`config.mk`:
```
export PLATFORM = sky130hd
export DESIGN_NAME = quaternion_accumulate_renorm_flat
export DESIGN_NICKNAME = d
export VERILOG_FILES = /design/src/rtl/core/qar_pkg.sv /design/src/rtl/core/qar_ifs.sv /design/src/rtl/core/qar_mac.sv /design/src/rtl/core/qar_isqrt.sv /design/src/rtl/core/qar_div.sv /design/src/rtl/core/quaternion_accumulate_renorm.sv /design/src/flat_wrapper.sv
export VERILOG_INCLUDE_DIRS = /design/src /design/src/rtl/core
export SDC_FILE = /design/constraint.sdc
export NUM_CORES = 2
export LEC_CHECK = 0
export BUFFER_PORTS_ARGS = -buffer_cell sky130_fd_sc_hd__buf_2
export CAP_MARGIN = 20
export CORE_MARGIN = 1.5
export CORE_UTILIZATION = 50
export DETAILED_ROUTE_END_ITERATION = 16
export PLACE_DENSITY_LB_ADDON = 0.1
export SKIP_LAST_GASP = 1
export SYNTH_ARGS = -nofsm -noshare
export SYNTH_HDL_FRONTEND = slang
export SYNTH_SLANG_ARGS = --single-unit
```
`constraint.sdc`:
```
create_clock -name clk -period 20.8 [get_ports clk]
set_input_delay 1.04 -clock clk [delete_from_list [all_inputs] [get_ports clk]]
set_output_delay 1.04 -clock clk [all_outputs]
set_load 0.005 [all_outputs]
```
`src/rtl/core/assert_macros.svh`:
```
// Assertion shorthands for the RTL files (included by quaternion_accumulate_renorm.sv)
`ifndef ASSERT_MACROS_SVH
`define ASSERT_MACROS_SVH

// Same-cycle implication on clk, off while rst_n is low.
`define ASSERT_IMPL(lbl, ante, cons) \
  lbl: assert property (@(posedge clk) disable iff (!rst_n) (ante) |-> (cons)) \
    else $error("same-cycle check failed");

// Next-cycle implication on clk, off while rst_n is low.
`define ASSERT_NEXT(lbl, ante, cons) \
  lbl: assert property (@(posedge clk) disable iff (!rst_n) (ante) |=> (cons)) \
    else $error("next-cycle check failed");

`endif

```
`src/rtl/core/qar_pkg.sv`:
```
// Shared types, constants and the product-term table for the quaternion accumulator
`timescale 1ns / 1ps
`default_nettype none

package qar_pkg;

  localparam int Q_W           = 16;
  localparam int FRAC_BITS_DEF = 14;
  localparam int INTERVAL_W    = 7;
  localparam int ACC_W         = 35;  // four 16x16 products plus rounding
  localparam int MAG2_W        = 33;  // sum of four squares
  localparam int ROOT_W        = 17;
  localparam int QUO_W         = 17;
  localparam int Q_MAX         = 32767;
  localparam int Q_MIN         = -32768;

  localparam logic [INTERVAL_W-1:0] RENORM_RESET = 7'd97;

  typedef logic signed [Q_W-1:0] q_t;

  typedef struct packed {
    logic valid;
    logic clear;
    logic neg;
    logic last;
  } mac_ctl_t;

  typedef struct packed {
    logic [1:0] ci;
    logic [1:0] di;
    logic       neg;
  } term_t;

  // {component, term}: product c[ci]*d[di], subtracted when neg
  function automatic term_t term_sel(input logic [3:0] ik);
    term_t t;
    unique case (ik)
      4'd0:  t = '{ci: 2'd3, di: 2'd0, neg: 1'b0};
      4'd1:  t = '{ci: 2'd0, di: 2'd3, neg: 1'b0};
      4'd2:  t = '{ci: 2'd1, di: 2'd2, neg: 1'b0};
      4'd3:  t = '{ci: 2'd2, di: 2'd1, neg: 1'b1};
      4'd4:  t = '{ci: 2'd3, di: 2'd1, neg: 1'b0};
      4'd5:  t = '{ci: 2'd1, di: 2'd3, neg: 1'b0};
      4'd6:  t = '{ci: 2'd2, di: 2'd0, neg: 1'b0};
      4'd7:  t = '{ci: 2'd0, di: 2'd2, neg: 1'b1};
      4'd8:  t = '{ci: 2'd3, di: 2'd2, neg: 1'b0};
      4'd9:  t = '{ci: 2'd2, di: 2'd3, neg: 1'b0};
      4'd10: t = '{ci: 2'd0, di: 2'd1, neg: 1'b0};
      4'd11: t = '{ci: 2'd1, di: 2'd0, neg: 1'b1};
      4'd12: t = '{ci: 2'd3, di: 2'd3, neg: 1'b0};
      4'd13: t = '{ci: 2'd0, di: 2'd0, neg: 1'b1};
      4'd14: t = '{ci: 2'd1, di: 2'd1, neg: 1'b1};
      4'd15: t = '{ci: 2'd2, di: 2'd2, neg: 1'b1};
    endcase
    return t;
  endfunction

endpackage

`default_nettype wire

```
`src/rtl/core/qar_ifs.sv`:
```
// Valid/ready channel interfaces: increment in, orientation out, interval config
`timescale 1ns / 1ps
`default_nettype none

interface qar_in_if;
  import qar_pkg::*;
  logic valid;
  logic ready;
  q_t   delta_x;
  q_t   delta_y;
  q_t   delta_z;
  q_t   delta_w;
  modport source (output valid, delta_x, delta_y, delta_z, delta_w, input ready);
  modport sink   (input valid, delta_x, delta_y, delta_z, delta_w, output ready);
endinterface

interface qar_out_if;
  import qar_pkg::*;
  logic valid;
  logic ready;
  q_t   orient_x;
  q_t   orient_y;
  q_t   orient_z;
  q_t   orient_w;
  logic renormalized;
  logic saturated;
  modport source (output valid, orient_x, orient_y, orient_z, orient_w, renormalized,
                  saturated, input ready);
  modport sink   (input valid, orient_x, orient_y, orient_z, orient_w, renormalized,
                  saturated, output ready);
endinterface

interface qar_cfg_if;
  import qar_pkg::*;
  logic                  valid;
  logic                  ready;
  logic [INTERVAL_W-1:0] renorm_interval;
  modport source (output valid, renorm_interval, input ready);
  modport sink   (input valid, renorm_interval, output ready);
endinterface

`default_nettype wire

```
`src/rtl/core/qar_mac.sv`:
```
// Shared signed 16x16 multiplier with registered product and add/subtract accumulator
`timescale 1ns / 1ps
`default_nettype none

module qar_mac (
  input  wire logic                             clk,
  input  wire logic                             rst_n,
  input  wire qar_pkg::mac_ctl_t                ctl,
  input  wire logic signed [qar_pkg::Q_W-1:0]   a,
  input  wire logic signed [qar_pkg::Q_W-1:0]   b,
  output logic signed [qar_pkg::ACC_W-1:0]      acc,
  output logic                                  done
);
  import qar_pkg::*;

  localparam int P_W = 2 * Q_W;

  logic signed [P_W-1:0]   prod_r;
  mac_ctl_t                ctl_r;
  logic signed [ACC_W-1:0] acc_r;
  logic signed [ACC_W-1:0] base;
  logic signed [ACC_W-1:0] term;
  logic                    done_r;

  assign base = ctl_r.clear ? '0 : acc_r;
  assign term = ACC_W'(prod_r);

  always_ff @(posedge clk) begin
    if (!rst_n) begin
      ctl_r  <= '0;
      done_r <= 1'b0;
    end else begin
      ctl_r  <= ctl;
      done_r <= ctl_r.valid & ctl_r.last;
    end
  end

  always_ff @(posedge clk) begin
    prod_r <= a * b;
    if (ctl_r.valid) begin
      acc_r <= ctl_r.neg ? base - term : base + term;
    end
  end

  assign acc  = acc_r;
  assign done = done_r;

endmodule

`default_nettype wire

```
`src/rtl/core/qar_isqrt.sv`:
```
// Digit-by-digit integer square root, two radicand bits per cycle
`timescale 1ns / 1ps
`default_nettype none

module qar_isqrt (
  input  wire logic                          clk,
  input  wire logic                          rst_n,
  input  wire logic                          start,
  input  wire logic [qar_pkg::MAG2_W-1:0]    radicand,
  output logic                               busy,
  output logic                               done,
  output logic [qar_pkg::ROOT_W-1:0]         root
);
  import qar_pkg::*;

  // highest even power of two that fits the radicand
  localparam logic [MAG2_W-1:0] FIRST_BIT = MAG2_W'(1) << (2 * ((MAG2_W - 1) / 2));

  logic [MAG2_W-1:0] n_r;
  logic [MAG2_W-1:0] res_r;
  logic [MAG2_W-1:0] bit_r;
  logic              busy_r;
  logic              done_r;
  logic [MAG2_W:0]   cand;
  logic              ge;

  assign cand = {1'b0, res_r} + {1'b0, bit_r};
  assign ge   = {1'b0, n_r} >= cand;

  always_ff @(posedge clk) begin
    if (!rst_n) begin
      busy_r <= 1'b0;
      done_r <= 1'b0;
    end else begin
      done_r <= 1'b0;
      if (start) begin
        busy_r <= 1'b1;
      end else if (busy_r && bit_r[0]) begin
        busy_r <= 1'b0;
        done_r <= 1'b1;
      end
    end
  end

  always_ff @(posedge clk) begin
    if (start) begin
      n_r   <= radicand;
      res_r <= '0;
      bit_r <= FIRST_BIT;
    end else if (busy_r) begin
      if (ge) begin
        n_r   <= n_r - cand[MAG2_W-1:0];
        res_r <= (res_r >> 1) + bit_r;
      end else begin
        res_r <= res_r >> 1;
      end
      bit_r <= bit_r >> 2;
    end
  end

  assign busy = busy_r;
  assign done = done_r;
  assign root = res_r[ROOT_W-1:0];

endmodule

`default_nettype wire

```
`src/rtl/core/qar_div.sv`:
```
// Restoring divider: component * 2^FRAC_BITS / magnitude, rounded half away from zero, clipped
`timescale 1ns / 1ps
`default_nettype none

module qar_div #(
  parameter int FRAC_BITS = qar_pkg::FRAC_BITS_DEF
) (
  input  wire logic                              clk,
  input  wire logic                              rst_n,
  input  wire logic                              start,
  input  wire logic signed [qar_pkg::Q_W-1:0]    num,
  input  wire logic [qar_pkg::ROOT_W-1:0]        mag,
  output logic                                   busy,
  output logic                                   done,
  output logic signed [qar_pkg::Q_W-1:0]         res,
  output logic                                   sat
);
  import qar_pkg::*;

  localparam int DW     = ROOT_W + FRAC_BITS;  // 2*|num|*2^F + mag
  localparam int VW     = ROOT_W + 1;          // 2*mag
  localparam int CW     = ((FRAC_BITS > VW) ? FRAC_BITS : VW) + 1;
  localparam int STEP_W = $clog2(QUO_W + 1);
  localparam logic [STEP_W-1:0] LAST_STEP = STEP_W'(QUO_W);
  localparam logic [QUO_W-1:0]  POS_LIM   = QUO_W'(Q_MAX);
  localparam logic [QUO_W-1:0]  NEG_LIM   = QUO_W'(-Q_MIN);

  logic [Q_W-1:0]    num_abs;
  logic [DW-1:0]     dividend;
  logic [VW-1:0]     divisor;
  logic [CW-1:0]     hi;
  logic [VW-1:0]     v_r;
  logic [VW-1:0]     rem_r;
  logic [QUO_W-1:0]  low_r;
  logic [QUO_W-1:0]  quo_r;
  logic              neg_r;
  logic              ovf_r;
  logic [STEP_W-1:0] stp_r;
  logic              busy_r;
  logic              done_r;
  q_t                res_r;
  logic              sat_r;
  logic [VW:0]       rem2;
  logic              ge;
  q_t                fin_res;
  logic              fin_sat;

  assign num_abs  = num[Q_W-1] ? Q_W'(-num) : Q_W'(num);
  assign dividend = (DW'(num_abs) << (FRAC_BITS + 1)) + DW'(mag);
  assign divisor  = {mag, 1'b0};
  assign hi       = CW'(dividend >> QUO_W);

  assign rem2 = {rem_r, low_r[QUO_W-1]};
  assign ge   = rem2 >= {1'b0, v_r};

  always_comb begin
    if (neg_r) begin
      fin_sat = ovf_r || (quo_r > NEG_LIM);
      fin_res = fin_sat ? q_t'(Q_MIN) : Q_W'(-quo_r);
    end else begin
      fin_sat = ovf_r || (quo_r > POS_LIM);
      fin_res = fin_sat ? q_t'(Q_MAX) : quo_r[Q_W-1:0];
    end
  end

  always_ff @(posedge clk) begin
    if (!rst_n) begin
      busy_r <= 1'b0;
      done_r <= 1'b0;
      stp_r  <= '0;
    end else begin
      done_r <= 1'b0;
      if (start) begin
        busy_r <= 1'b1;
        stp_r  <= '0;
      end else if (busy_r) begin
        if (stp_r == LAST_STEP) begin
          busy_r <= 1'b0;
          done_r <= 1'b1;
        end else begin
          stp_r <= stp_r + 1'b1;
        end
      end
    end
  end

  always_ff @(posedge clk) begin
    if (start) begin
      v_r   <= divisor;
      neg_r <= num[Q_W-1];
      // quotient would not fit in QUO_W bits: result clips anyway
      ovf_r <= hi >= CW'(divisor);
      rem_r <= hi[VW-1:0];
      low_r <= dividend[QUO_W-1:0];
      quo_r <= '0;
    end else if (busy_r) begin
      if (stp_r == LAST_STEP) begin
        res_r <= fin_res;
        sat_r <= fin_sat;
      end else begin
        rem_r <= ge ? VW'(rem2 - {1'b0, v_r}) : rem2[VW-1:0];
        low_r <= low_r << 1;
        quo_r <= {quo_r[QUO_W-2:0], ge};
      end
    end
  end

  assign busy = busy_r;
  assign done = done_r;
  assign res  = res_r;
  assign sat  = sat_r;

endmodule

`default_nettype wire

```
`src/rtl/core/quaternion_accumulate_renorm.sv`:
```
// Quaternion accumulator: composes each increment into the stored orientation.
// Plain item: its 16 terms go through one multiplier.
// Renormalizing item: adds 4 squares, a 17-step root and 4 divides.
// One item at a time; the next is taken once the result is registered.
// Sync reset: orientation to identity, step counter 0, interval 97, no result pending.
`timescale 1ns / 1ps
`default_nettype none
`include "assert_macros.svh"

module quaternion_accumulate_renorm #(
  parameter int FRAC_BITS = qar_pkg::FRAC_BITS_DEF
) (
  input  wire logic  clk,
  input  wire logic  rst_n,
  qar_in_if.sink     in_ch,
  qar_out_if.source  out_ch,
  qar_cfg_if.sink    cfg_ch
);
  import qar_pkg::*;

  localparam logic [2:0] S_IDLE   = 3'd0;
  localparam logic [2:0] S_COMP   = 3'd1;
  localparam logic [2:0] S_CWAIT  = 3'd2;
  localparam logic [2:0] S_SQ     = 3'd3;
  localparam logic [2:0] S_SQWAIT = 3'd4;
  localparam logic [2:0] S_SQRT   = 3'd5;
  localparam logic [2:0] S_DIV    = 3'd6;
  localparam logic [2:0] S_DONE   = 3'd7;

  localparam q_t ONE_Q = (FRAC_BITS >= Q_W - 1) ? q_t'(Q_MAX) : q_t'(1 << FRAC_BITS);
  localparam logic signed [ACC_W-1:0] HALF    = ACC_W'(64'sd1 <<< (FRAC_BITS - 1));
  localparam logic signed [ACC_W-1:0] ACC_MAX = ACC_W'(Q_MAX);
  localparam logic signed [ACC_W-1:0] ACC_MIN = ACC_W'(Q_MIN);

  logic [2:0]            state_r;
  q_t                    orient_r [4];
  q_t                    delta_r  [4];
  q_t                    q_r      [4];
  logic [3:0]            iss_r;
  logic [1:0]            wr_idx_r;
  logic [1:0]            dv_idx_r;
  logic                  sat_r;
  logic                  renorm_r;
  logic [INTERVAL_W-1:0] step_cnt_r;
  logic [INTERVAL_W-1:0] interval_r;
  logic                  out_valid_r;
  q_t                    out_x_r;
  q_t                    out_y_r;
  q_t                    out_z_r;
  q_t                    out_w_r;
  logic                  out_renorm_r;
  logic                  out_sat_r;

  term_t                   term;
  logic [1:0]              q_rd_idx;
  q_t                      q_rd;
  q_t                      mac_a;
  q_t                      mac_b;
  mac_ctl_t                mac_ctl;
  logic signed [ACC_W-1:0] mac_acc;
  logic                    mac_done;
  logic signed [ACC_W-1:0] rnd;
  logic signed [ACC_W-1:0] shr;
  q_t                      comp_q;
  logic                    comp_sat;
  logic                    comp_wr;
  logic [MAG2_W-1:0]       mag2;
  logic                    sq_start;
  logic                    sq_busy;
  logic                    sq_done;
  logic [ROOT_W-1:0]       sq_root;
  logic                    dv_start;
  logic [1:0]              dv_sel;
  logic                    dv_busy;
  logic                    dv_done;
  q_t                      dv_res;
  logic                    dv_sat;
  logic                    out_load;

  // operand select for the shared multiplier
  assign term     = term_sel(iss_r);
  assign q_rd_idx = (state_r == S_SQ) ? iss_r[1:0] : dv_sel;
  assign q_rd     = q_r[q_rd_idx];
  assign mac_a    = (state_r == S_SQ) ? q_rd : orient_r[term.ci];
  assign mac_b    = (state_r == S_SQ) ? q_rd : delta_r[term.di];

  always_comb begin
    mac_ctl.valid = (state_r == S_COMP) || (state_r == S_SQ);
    mac_ctl.clear = iss_r[1:0] == 2'd0;
    mac_ctl.last  = iss_r[1:0] == 2'd3;
    mac_ctl.neg   = (state_r == S_COMP) && term.neg;
  end

  qar_mac u_mac (
    .clk   (clk),
    .rst_n (rst_n),
    .ctl   (mac_ctl),
    .a     (mac_a),
    .b     (mac_b),
    .acc   (mac_acc),
    .done  (mac_done)
  );

  // round half up, floor shift, clip
  always_comb begin
    rnd = mac_acc + HALF;
    shr = rnd >>> FRAC_BITS;
    if (shr > ACC_MAX) begin
      comp_q   = q_t'(Q_MAX);
      comp_sat = 1'b1;
    end else if (shr < ACC_MIN) begin
      comp_q   = q_t'(Q_MIN);
      comp_sat = 1'b1;
    end else begin
      comp_q   = shr[Q_W-1:0];
      comp_sat = 1'b0;
    end
  end

  assign comp_wr  = mac_done && ((state_r == S_COMP) || (state_r == S_CWAIT));
  assign mag2     = mac_acc[MAG2_W-1:0];
  assign sq_start = (state_r == S_SQWAIT) && mac_done && (mag2 != '0);

  qar_isqrt u_isqrt (
    .clk      (clk),
    .rst_n    (rst_n),
    .start    (sq_start),
    .radicand (mag2),
    .busy     (sq_busy),
    .done     (sq_done),
    .root     (sq_root)
  );

  always_comb begin
    dv_start = 1'b0;
    dv_sel   = 2'd0;
    if (state_r == S_SQRT) begin
      dv_start = sq_done;
    end else if (state_r == S_DIV) begin
      dv_start = dv_done && (dv_idx_r != 2'd3);
      dv_sel   = dv_idx_r + 2'd1;
    end
  end

  qar_div #(
    .FRAC_BITS (FRAC_BITS)
  ) u_div (
    .clk   (clk),
    .rst_n (rst_n),
    .start (dv_start),
    .num   (q_rd),
    .mag   (sq_root),
    .busy  (dv_busy),
    .done  (dv_done),
    .res   (dv_res),
    .sat   (dv_sat)
  );

  assign out_load = (state_r == S_DONE) && (!out_valid_r || out_ch.ready);

  always_ff @(posedge clk) begin
    if (!rst_n) begin
      state_r     <= S_IDLE;
      iss_r       <= '0;
      wr_idx_r    <= '0;
      dv_idx_r    <= '0;
      sat_r       <= 1'b0;
      renorm_r    <= 1'b0;
      step_cnt_r  <= '0;
      interval_r  <= RENORM_RESET;
      out_valid_r <= 1'b0;
      orient_r    <= '{q_t'(0), q_t'(0), q_t'(0), ONE_Q};
    end else begin
      if (cfg_ch.valid) begin
        interval_r <= cfg_ch.renorm_interval;
      end
      if (out_load) begin
        out_valid_r <= 1'b1;
        orient_r    <= q_r;
      end else if (out_ch.ready) begin
        out_valid_r <= 1'b0;
      end
      if (comp_wr) begin
        wr_idx_r <= wr_idx_r + 2'd1;
        sat_r    <= sat_r | comp_sat;
      end
      if (dv_done) begin
        sat_r <= sat_r | dv_sat;
      end

      unique case (state_r)
        S_IDLE: begin
          if (in_ch.valid) begin
            iss_r    <= '0;
            wr_idx_r <= '0;
            sat_r    <= 1'b0;
            renorm_r <= 1'b0;
            state_r  <= S_COMP;
          end
        end
        S_COMP: begin
          iss_r <= iss_r + 4'd1;
          if (iss_r == 4'd15) begin
            state_r <= S_CWAIT;
          end
        end
        S_CWAIT: begin
          if (mac_done && (wr_idx_r == 2'd3)) begin
            iss_r <= '0;
            if (step_cnt_r >= interval_r) begin
              step_cnt_r <= '0;
              state_r    <= S_SQ;
            end else begin
              step_cnt_r <= step_cnt_r + 1'b1;
              state_r    <= S_DONE;
            end
          end
        end
        S_SQ: begin
          iss_r <= iss_r + 4'd1;
          if (iss_r[1:0] == 2'd3) begin
            state_r <= S_SQWAIT;
          end
        end
        S_SQWAIT: begin
          if (mac_done) begin
            // zero magnitude: keep the composed value as is
            state_r <= (mag2 == '0) ? S_DONE : S_SQRT;
          end
        end
        S_SQRT: begin
          if (sq_done) begin
            dv_idx_r <= '0;
            state_r  <= S_DIV;
          end
        end
        S_DIV: begin
          if (dv_done) begin
            if (dv_idx_r == 2'd3) begin
              renorm_r <= 1'b1;
              state_r  <= S_DONE;
            end else begin
              dv_idx_r <= dv_idx_r + 2'd1;
            end
          end
        end
        S_DONE: begin
          if (out_load) begin
            state_r <= S_IDLE;
          end
        end
      endcase
    end
  end

  always_ff @(posedge clk) begin
    if ((state_r == S_IDLE) && in_ch.valid) begin
      delta_r[0] <= in_ch.delta_x;
      delta_r[1] <= in_ch.delta_y;
      delta_r[2] <= in_ch.delta_z;
      delta_r[3] <= in_ch.delta_w;
    end
    if (comp_wr) begin
      q_r[wr_idx_r] <= comp_q;
    end
    if (dv_done) begin
      q_r[dv_idx_r] <= dv_res;
    end
    if (out_load) begin
      out_x_r      <= q_r[0];
      out_y_r      <= q_r[1];
      out_z_r      <= q_r[2];
      out_w_r      <= q_r[3];
      out_renorm_r <= renorm_r;
      out_sat_r    <= sat_r;
    end
  end

  assign in_ch.ready         = state_r == S_IDLE;
  assign cfg_ch.ready        = 1'b1;
  assign out_ch.valid        = out_valid_r;
  assign out_ch.orient_x     = out_x_r;
  assign out_ch.orient_y     = out_y_r;
  assign out_ch.orient_z     = out_z_r;
  assign out_ch.orient_w     = out_w_r;
  assign out_ch.renormalized = out_renorm_r;
  assign out_ch.saturated    = out_sat_r;

  `ASSERT_IMPL(a_idle_units_quiet, in_ch.ready, !sq_busy && !dv_busy)
  `ASSERT_IMPL(a_mac_done_phase, mac_done, state_r == S_COMP || state_r == S_CWAIT || state_r == S_SQWAIT)
  `ASSERT_IMPL(a_div_done_phase, dv_done, state_r == S_DIV)
  `ASSERT_NEXT(a_load_to_idle, out_load, state_r == S_IDLE && out_valid_r)

endmodule

`default_nettype wire

```
`src/flat_wrapper.sv`:
```
// flat-port wrapper written by rule: the top's interface ports become plain ports
module quaternion_accumulate_renorm_flat import qar_pkg::*;
#(
  parameter int FRAC_BITS = qar_pkg::FRAC_BITS_DEF
)
  (clk, rst_n, in_ch_valid, in_ch_delta_x, in_ch_delta_y, in_ch_delta_z, in_ch_delta_w, in_ch_ready, out_ch_valid, out_ch_orient_x, out_ch_orient_y, out_ch_orient_z, out_ch_orient_w, out_ch_renormalized, out_ch_saturated, out_ch_ready, cfg_ch_valid, cfg_ch_renorm_interval, cfg_ch_ready);
  qar_in_if in_ch_i ();
  qar_out_if out_ch_i ();
  qar_cfg_if cfg_ch_i ();
  input  wire logic clk;
  input  wire logic rst_n;
  input wire logic [$bits(in_ch_i.valid)-1:0] in_ch_valid;
  input wire logic [$bits(in_ch_i.delta_x)-1:0] in_ch_delta_x;
  input wire logic [$bits(in_ch_i.delta_y)-1:0] in_ch_delta_y;
  input wire logic [$bits(in_ch_i.delta_z)-1:0] in_ch_delta_z;
  input wire logic [$bits(in_ch_i.delta_w)-1:0] in_ch_delta_w;
  output wire logic [$bits(in_ch_i.ready)-1:0] in_ch_ready;
  output wire logic [$bits(out_ch_i.valid)-1:0] out_ch_valid;
  output wire logic [$bits(out_ch_i.orient_x)-1:0] out_ch_orient_x;
  output wire logic [$bits(out_ch_i.orient_y)-1:0] out_ch_orient_y;
  output wire logic [$bits(out_ch_i.orient_z)-1:0] out_ch_orient_z;
  output wire logic [$bits(out_ch_i.orient_w)-1:0] out_ch_orient_w;
  output wire logic [$bits(out_ch_i.renormalized)-1:0] out_ch_renormalized;
  output wire logic [$bits(out_ch_i.saturated)-1:0] out_ch_saturated;
  input wire logic [$bits(out_ch_i.ready)-1:0] out_ch_ready;
  input wire logic [$bits(cfg_ch_i.valid)-1:0] cfg_ch_valid;
  input wire logic [$bits(cfg_ch_i.renorm_interval)-1:0] cfg_ch_renorm_interval;
  output wire logic [$bits(cfg_ch_i.ready)-1:0] cfg_ch_ready;
  assign in_ch_i.valid = in_ch_valid;
  assign in_ch_i.delta_x = in_ch_delta_x;
  assign in_ch_i.delta_y = in_ch_delta_y;
  assign in_ch_i.delta_z = in_ch_delta_z;
  assign in_ch_i.delta_w = in_ch_delta_w;
  assign in_ch_ready = in_ch_i.ready;
  assign out_ch_valid = out_ch_i.valid;
  assign out_ch_orient_x = out_ch_i.orient_x;
  assign out_ch_orient_y = out_ch_i.orient_y;
  assign out_ch_orient_z = out_ch_i.orient_z;
  assign out_ch_orient_w = out_ch_i.orient_w;
  assign out_ch_renormalized = out_ch_i.renormalized;
  assign out_ch_saturated = out_ch_i.saturated;
  assign out_ch_i.ready = out_ch_ready;
  assign cfg_ch_i.valid = cfg_ch_valid;
  assign cfg_ch_i.renorm_interval = cfg_ch_renorm_interval;
  assign cfg_ch_ready = cfg_ch_i.ready;
  quaternion_accumulate_renorm #(.FRAC_BITS(FRAC_BITS)) u_core (.clk(clk), .rst_n(rst_n), .in_ch(in_ch_i), .out_ch(out_ch_i), .cfg_ch(cfg_ch_i));
endmodule
```
Word-level counts from Yosys, hierarchy flattened
Memories as Yosys holds them, arrays and structs flattened. A register that Yosys moved wholly into a read port is not among the register bits.
Index checks and enable logic that the tools add are counted.
{ "classes": {"n_addsub": 15, "mul": 1, "order_cmp": 14, "n_eq_ne": 24, "muxes": 87, "n_bitwise": 11, "reduce_logical": 42} }
{ "op_table": {"columns": ["operator", "count"], "rows": [
  ["$mux 16", 14],
  ["$mux 33", 4],
  ["$bwmux 64", 2],
  ["$mux 64", 2],
  ["$mux 35", 2],
  ["$bmux 16 s2", 2],
  ["$demux 16 s2", 2],
  ["$mux 17", 3],
  ["$mux 14", 3],
  ["$add 35x15->35 const B", 1],
  ["$add 35x32->35", 1],
  ["$sub 35x32->35", 1],
  ["$add 33x33->34", 1],
  ["$ge 33x34->1", 1],
  ["$add 32x33->33", 1],
  ["$logic_not 33->1", 1],
  ["$reduce_bool 33->1", 1],
  ["$sub 33x33->33", 1],
  ["$mul 16x16->32", 1],
  ["$neg 16->16", 2],
  ["$add 31x17->31", 1],
  ["$mux 3", 10],
  ["$pmux 3 s8", 1],
  ["$mux 1", 23],
  ["46 further kinds", 113]
]} }
{ "word_totals": {"ff_bits": 474, "mem_bits_rw": 64, "romBits": 80, "inputBits": 76, "wordCells": 243, "n_memories": 2} }
{ "memory_table": {"columns": ["memory", "words", "word_bits", "rd", "rd_clocked_by_memory_dff", "wr", "line_no", "rtl"], "rows": [
  ["(no name shown)", 16, 5, 1, 1, 0, "qar_pkg.sv:37", "unique case (ik)"],
  ["u_core.delta_r", 4, 16, 1, 0, 4, "quaternion_accumulate_renorm.sv:37", "q_t delta_r [4];"]
]} }

Logic depth before layout (Yosys ltp)
{ "logic_depth": {"word_depth": 12, "depth_mapped": 36, "ltp_nobuf": 32} }

Cells and area by module
From an unflattened synthesis, not the netlist that was laid out.
{ "unflattened": {"hier_cells": 4226, "hier_area_um2": 40690.3} }
{ "modules_own_cells": {"columns": ["mod", "instances", "cells_per_inst", "area_each_um2", "seq_area_each_um2"], "rows": [
  ["qar_mac", 1, 1605, 14605.3, 1791.7],
  ["quaternion_accumulate_renorm", 1, 1152, 12549.5, 7126.8],
  ["qar_isqrt", 1, 855, 7204.4, 2031.9],
  ["qar_div", 1, 614, 6331.1, 2572.5]
]} }

Worst setup path after synthesis
No wires, ideal clock.
{ "synth_timing": {"kind": "reg2reg", "from": "register u_core.dv_idx_r[0]", "to": "register u_core.u_mac.prod_r[28]", "setup_ns": 0.072, "arrival_time_ns": 8.555, "required_time_ns": 20.728, "path_slack_ns": 12.173, "path_stages_with_launch": 36, "n_path_buf": 4, "synth_period_minus_slack_ns": 8.627, "cell_sequence": "dfxtp_1 inv_1 ha_1 and4b_1 a31o_1 buf_6 mux4_2 clkbuf_1 clkbuf_1 nor2_1 a21oi_1 clkbuf_1 inv_1 nand2_1 inv_1 fa_1 inv_1 fa_1 inv_1 fa_1 fa_1 fa_1 inv_1 fa_1 inv_1 ha_1 a21o_1 a21o_1 a21o_1 a21oi_1 nor2b_1 a2111oi_0 o21ai_0 a21o_1 a21oi_1 xnor2_1"} }
{ "synth_between": {"elab_chain_cells": 10, "word_cells_on_any_way": 11} }
{ "synth_rtl": {"columns": ["item", "line_no", "rtl"], "rows": [
  ["from (decl)", "quaternion_accumulate_renorm.sv:41", "logic [1:0] dv_idx_r;"],
  ["from (signal assigned)", "quaternion_accumulate_renorm.sv:243", "dv_idx_r <= dv_idx_r + 2'd1;"],
  ["$add 2x1->2 (*)", "quaternion_accumulate_renorm.sv:141", "dv_sel = dv_idx_r + 2'd1;"],
  ["$mux 2 (*)", "quaternion_accumulate_renorm.sv:139", "end else if (state_r == S_DIV) begin"],
  ["$mux 2 (*)", "quaternion_accumulate_renorm.sv:137", "if (state_r == S_SQRT) begin"],
  ["$mux 2 (*)", "quaternion_accumulate_renorm.sv:82", "assign q_rd_idx = (state_r == S_SQ) ? iss_r[1:0] : dv_sel;"],
  ["$not 2->3 (implied by the code) (*)", "quaternion_accumulate_renorm.sv:83", "assign q_rd = q_r[q_rd_idx];"],
  ["$bmux 16 s2 (*)", "quaternion_accumulate_renorm.sv:83", null],
  ["$mux 16 (implied by the code) (*) (2 in a row)", "quaternion_accumulate_renorm.sv:83", null],
  ["$mux 16, on equally long branches", "quaternion_accumulate_renorm.sv:84, quaternion_accumulate_renorm.sv:85", null],
  ["$mul 16x16->32 (*)", "qar_mac.sv:39", "prod_r <= a * b;"],
  ["to (signal assigned)", "qar_mac.sv:39", null],
  ["to (decl)", "qar_mac.sv:18", "logic signed [P_W-1:0] prod_r;"]
]} }
Every way passes the cells marked *; elsewhere a longest branch is shown, timed or not. The select of a mux whose other input is x is not followed.
A chain may end at the register's enable or synchronous reset.

Worst setup path in the final report
{ "layout_timing": {"from": "register u_core.state_r[0]", "to": "register u_core.u_mac.prod_r[28]"} }
{ "layout_between": {"elab_chain_cells": 10, "word_cells_on_any_way": 13} }
{ "layout_rtl": {"columns": ["item", "line_no", "rtl"], "rows": [
  ["from (decl)", "quaternion_accumulate_renorm.sv:35", "logic [2:0] state_r;"],
  ["from (signal assigned)", "quaternion_accumulate_renorm.sv:228", "state_r <= (mag2 == '0) ? S_DONE : S_SQRT;"],
  ["$eq 3x3->1", "quaternion_accumulate_renorm.sv:139", null],
  ["$mux 2", "quaternion_accumulate_renorm.sv:139", null],
  ["$mux 2", "quaternion_accumulate_renorm.sv:137", null],
  ["$mux 2", "quaternion_accumulate_renorm.sv:82", null],
  ["$not 2->3 (implied by the code)", "quaternion_accumulate_renorm.sv:83", null],
  ["$bmux 16 s2", "quaternion_accumulate_renorm.sv:83", null],
  ["$mux 16 (implied by the code) (2 in a row)", "quaternion_accumulate_renorm.sv:83", null],
  ["$mux 16, on equally long branches", "quaternion_accumulate_renorm.sv:84, quaternion_accumulate_renorm.sv:85", null],
  ["$mul 16x16->32 (*)", "qar_mac.sv:39", null]
]} }
Marked as above.

==> flow_summary.ini <==
[outcome]
status = finished clean

[sta]
timing.setup.tns_ns = 0
clock_skew_ns = 0.03143
setup_slack_ns = 10.90
rsz0062_at_grt = no
max-slew-margin-rel_pct = 20.01
report.final.slew_viol_count = 0
whs_ns = 0.4568
worst_slew_pin_slew_ns = 1.187
achievable-frequency_mhz = 101.0
fin_crit_sh_pct = 47.58
finalSetupViolations = 0
finalCriticalPeriod_ns = 9.897
timing.final.hold_violations = 0

[clock_network]
cts_repair_resize_count = 0
postcts_setup_bufs = 0
tritoncts_num_sinks = 543
clock_latency_on_the_worst_skew_pair_ns = 0.66
cts_htree_levels = 2
clkTransAtPathRegs_ns = 0.06
clock-root-buffer = sky130_fd_sc_hd__clkbuf_16
clock_tree_from_tritoncts = yes
max-clock-path-buffers = 3
hold_buffers = 0
cts_made_buffers = 61

[power_and_ir_drop]
power.share.sequential_pct = 33.8
powerDensity_nw_per_um2 = 91.14
comb_power_share_pct = 36.9
total_leakage_power_nw = 18.56
internal-power_mw = 2.521
switching_share_pct = 36.80
irDropWorstVdd_v = 0.00008907
p_sw_mw = 1.468
power.clock.fraction_pct = 29.4
power_mw = 3.989

[critical_path]
worst-endpoint-required_ns = 21.38
max_incr_delay_on_cp_ns = 0.86
slowest_stage = sky130_fd_sc_hd__dfxtp_1
setup.worst_path.end_class = flop
path_max_fanout = 23
timing.rr.start = u_core.state_r[0]$_SDFFE_PN0P_
startpoint = u_core.state_r[0]$_SDFFE_PN0P_
worst_ep_arrival_time_ns = 10.48
timing.critical_path.mode_cell = sky130_fd_sc_hd__fa_1
start_kind = flop
setup.worst_path.class = reg -> reg

[layout]
drive_above_1_share_pct = 8.836
layout.filler_cells = 7149
final_cell_count_no_fill = 5509
final_core_utilization_pct = 55.40
sequential_cell_area_sq_um = 13520
postLayoutCellArea_sq_um = 43770
final_nets = 4991
syn2layout_area_growth_pct = 9.597
antenna_cells_inserted = 0
multiInputGateArea_sq_um = 24050

[synth]
synthFlopType = sky130_fd_sc_hd__dfxtp_1
synth_top_family_by_area = adder cells
most_used_standard_cell_by_instance_count_after_synthesis = sky130_fd_sc_hd__nand2_1
synth_area_leaders = sky130_fd_sc_hd__edfxtp_1, sky130_fd_sc_hd__dfxtp_1, sky130_fd_sc_hd__fa_1, sky130_fd_sc_hd__ha_1, sky130_fd_sc_hd__nand2_1
synth_top_area_cell = sky130_fd_sc_hd__edfxtp_1
synth_cell_types = 89
fraction_of_synthesis_flops_using_an_asynchronous_set_or_reset_pin_pct = 0
synth-xor-area-share_pct = 5.210
yosys_warnings = 0
synth.net_count = 4925
syn_area_per_cell_sq_um = 9.202
synthMuxAreaShare_pct = 4.004
synth_cells = 4340
synth_enable_flop_cells = 265
synth-compound-area-share_pct = 14.40
yosys-top-cells-count = sky130_fd_sc_hd__nand2_1, sky130_fd_sc_hd__inv_1, sky130_fd_sc_hd__nor2_1
synth.ff_latch_count = 543
synth_seq_area_share_pct = 33.86
synthAdderAreaFrac_pct = 20.95
synthesized_area_sq_um = 39930
synth.top_cell.area_share_pct = 19.93
synth-simple-area-share_pct = 15.54

[place]
buffer_ports.inserted = 143
dpl.hpwl_mm = 84.84
number_of_cells_after_detailed_placement = 5391
gp_congestion = 0.9089
placement.cell_area_sq_um = 41580
place_worst_setup_slack_ns = 11.00

[route]
via_count = 31216
finalWirelength_mm = 111.4
route.detailed.drc = 0
first_pass_iters = 5
first_iter_violations = 2656
ant_nets = 0
detail_route.vias_per_cell = 5.666
routedWlPerCell_um = 20.22

[global_route]
antenna_found_initial = 2
grt_use_total_pct = 27.08
largest_net_degree_at_the_start_of_global_routing = 98
grt_remaining_overflow = 0
grt_first_pass_wirelength_mm = 172.1
grt_pass1_vias = 29102

[floorplan]
num_io_pins = 145
floorplan.die_area_sq_um = 81570
placementRows = 103
chipWidth_um = 285.6
core-area_sq_um = 79000
initial_utilization_pct = 50.55
fp.dieH_um = 285.6

[min_path]
worst_hold_startpoint = u_core.u_mac.ctl_r[0]$_SDFF_PN0_
worst_hold_check_path_type = reg -> reg

[job]
maxCapViolations = 0
==> cell usage in the layout (no fill, tap or decap), drive strengths merged, types with 65 or more instances in the layout <==
cell,instances
clkbuf,78
nor2b,65
a21oi,234
xnor2,175
nand2,558
fa,266
nor3,74
edfxtp,265
dfxtp,278
nor2,424
inv,452
ha,243
a21boi,78
o21ai,286
buf,182
==> cells by family after synthesis <==
| family | after synthesis |
|---|---|
| AOI/OAI and AO/OA | 929 |
| other | 1 |
| buffers and inverters | 630 |
| and+or+nand+nor | 1385 |
| DFF | 543 |
| adders and majority gates | 509 |
| muxes | 107 |
| xor gates and xnor gates | 236 |
==> critical path: cells and delay by family (launching register included) <==
| kind | cells | cell delay [ns] |
|---|---|---|
| flops | 1 | 0.86 |
| simple gates | 4 | 1.19 |
| buf+inv | 5 | 0.51 |
| mux | 1 | 0.67 |
| fa+ha+maj | 7 | 3.33 |
| xor+xnor | 1 | 0.13 |
| compound gates | 10 | 3.10 |
==> per-layer routing <==
layer,GRT usage (%),part of all wire [%]
met3,4.003,7.2
met4,6.997,2.5
met2,41.56,45
met5,0,0
met1,40.05,46
==> worst paths after layout <==
kind | slack [ns] | cells past startpoint | endpoint
worst max-delay path | 10.90 | 28 | u_core.u_mac.prod_r[28]$_DFF_P_
worst min-delay path | 0.46 | 1 | u_core.u_mac.done$_SDFF_PN0_
worst max register to register | 10.90 | 28 | u_core.u_mac.prod_r[28]$_DFF_P_
worst min register to register | 0.46 | 1 | u_core.u_mac.done$_SDFF_PN0_
==> sequential cells by signal, summed over array words and instances, names as in the netlist, 4 cells and up <==
| name | count |
|---|---|
| u_core.delta_r | 64 |
| u_core.interval_r | 7 |
| u_core.iss_r | 4 |
| u_core.orient_r | 64 |
| u_core.out_ch.orient_w | 16 |
| u_core.out_ch.orient_x | 16 |
| u_core.out_ch.orient_y | 16 |
| u_core.out_ch.orient_z | 16 |
| u_core.q_r | 64 |
| u_core.step_cnt_r | 7 |
| u_core.term | 5 |
| u_core.u_div.low_r | 17 |
| u_core.u_div.quo_r | 17 |
| u_core.u_div.rem_r | 18 |
| u_core.u_div.res | 16 |
| u_core.u_div.stp_r | 5 |
| u_core.u_div.v_r | 17 |
| u_core.u_isqrt.bit_r | 17 |
| u_core.u_isqrt.n_r | 33 |
| u_core.u_isqrt.res_r | 33 |
| u_core.u_mac.acc | 35 |
| u_core.u_mac.ctl_r | 4 |
| u_core.u_mac.prod_r | 32 |
==> layout make-up <==
type	instances	share of cell area, %
Clock buffer	77	3.739
Tap cell	1050	3.002
Inverter	450	3.865
Timing Repair Buffer	183	2.316
Sequential cell	543	30.90
Multi-Input combinational cell	3167	54.94
Clock inverter	39	1.238
==> power groups by stage <==
stage	Clock, mW	Sequential, mW	Combinational (mW)
after floorplan	0	1.32	1.10
after global placement	0	1.36	1.46
after detailed placement	0	1.37	1.46
after CTS	1.19	1.34	1.48
after global routing	1.23	1.35	1.65
final	1.17	1.35	1.47
Power figures use the tool's default switching activity.
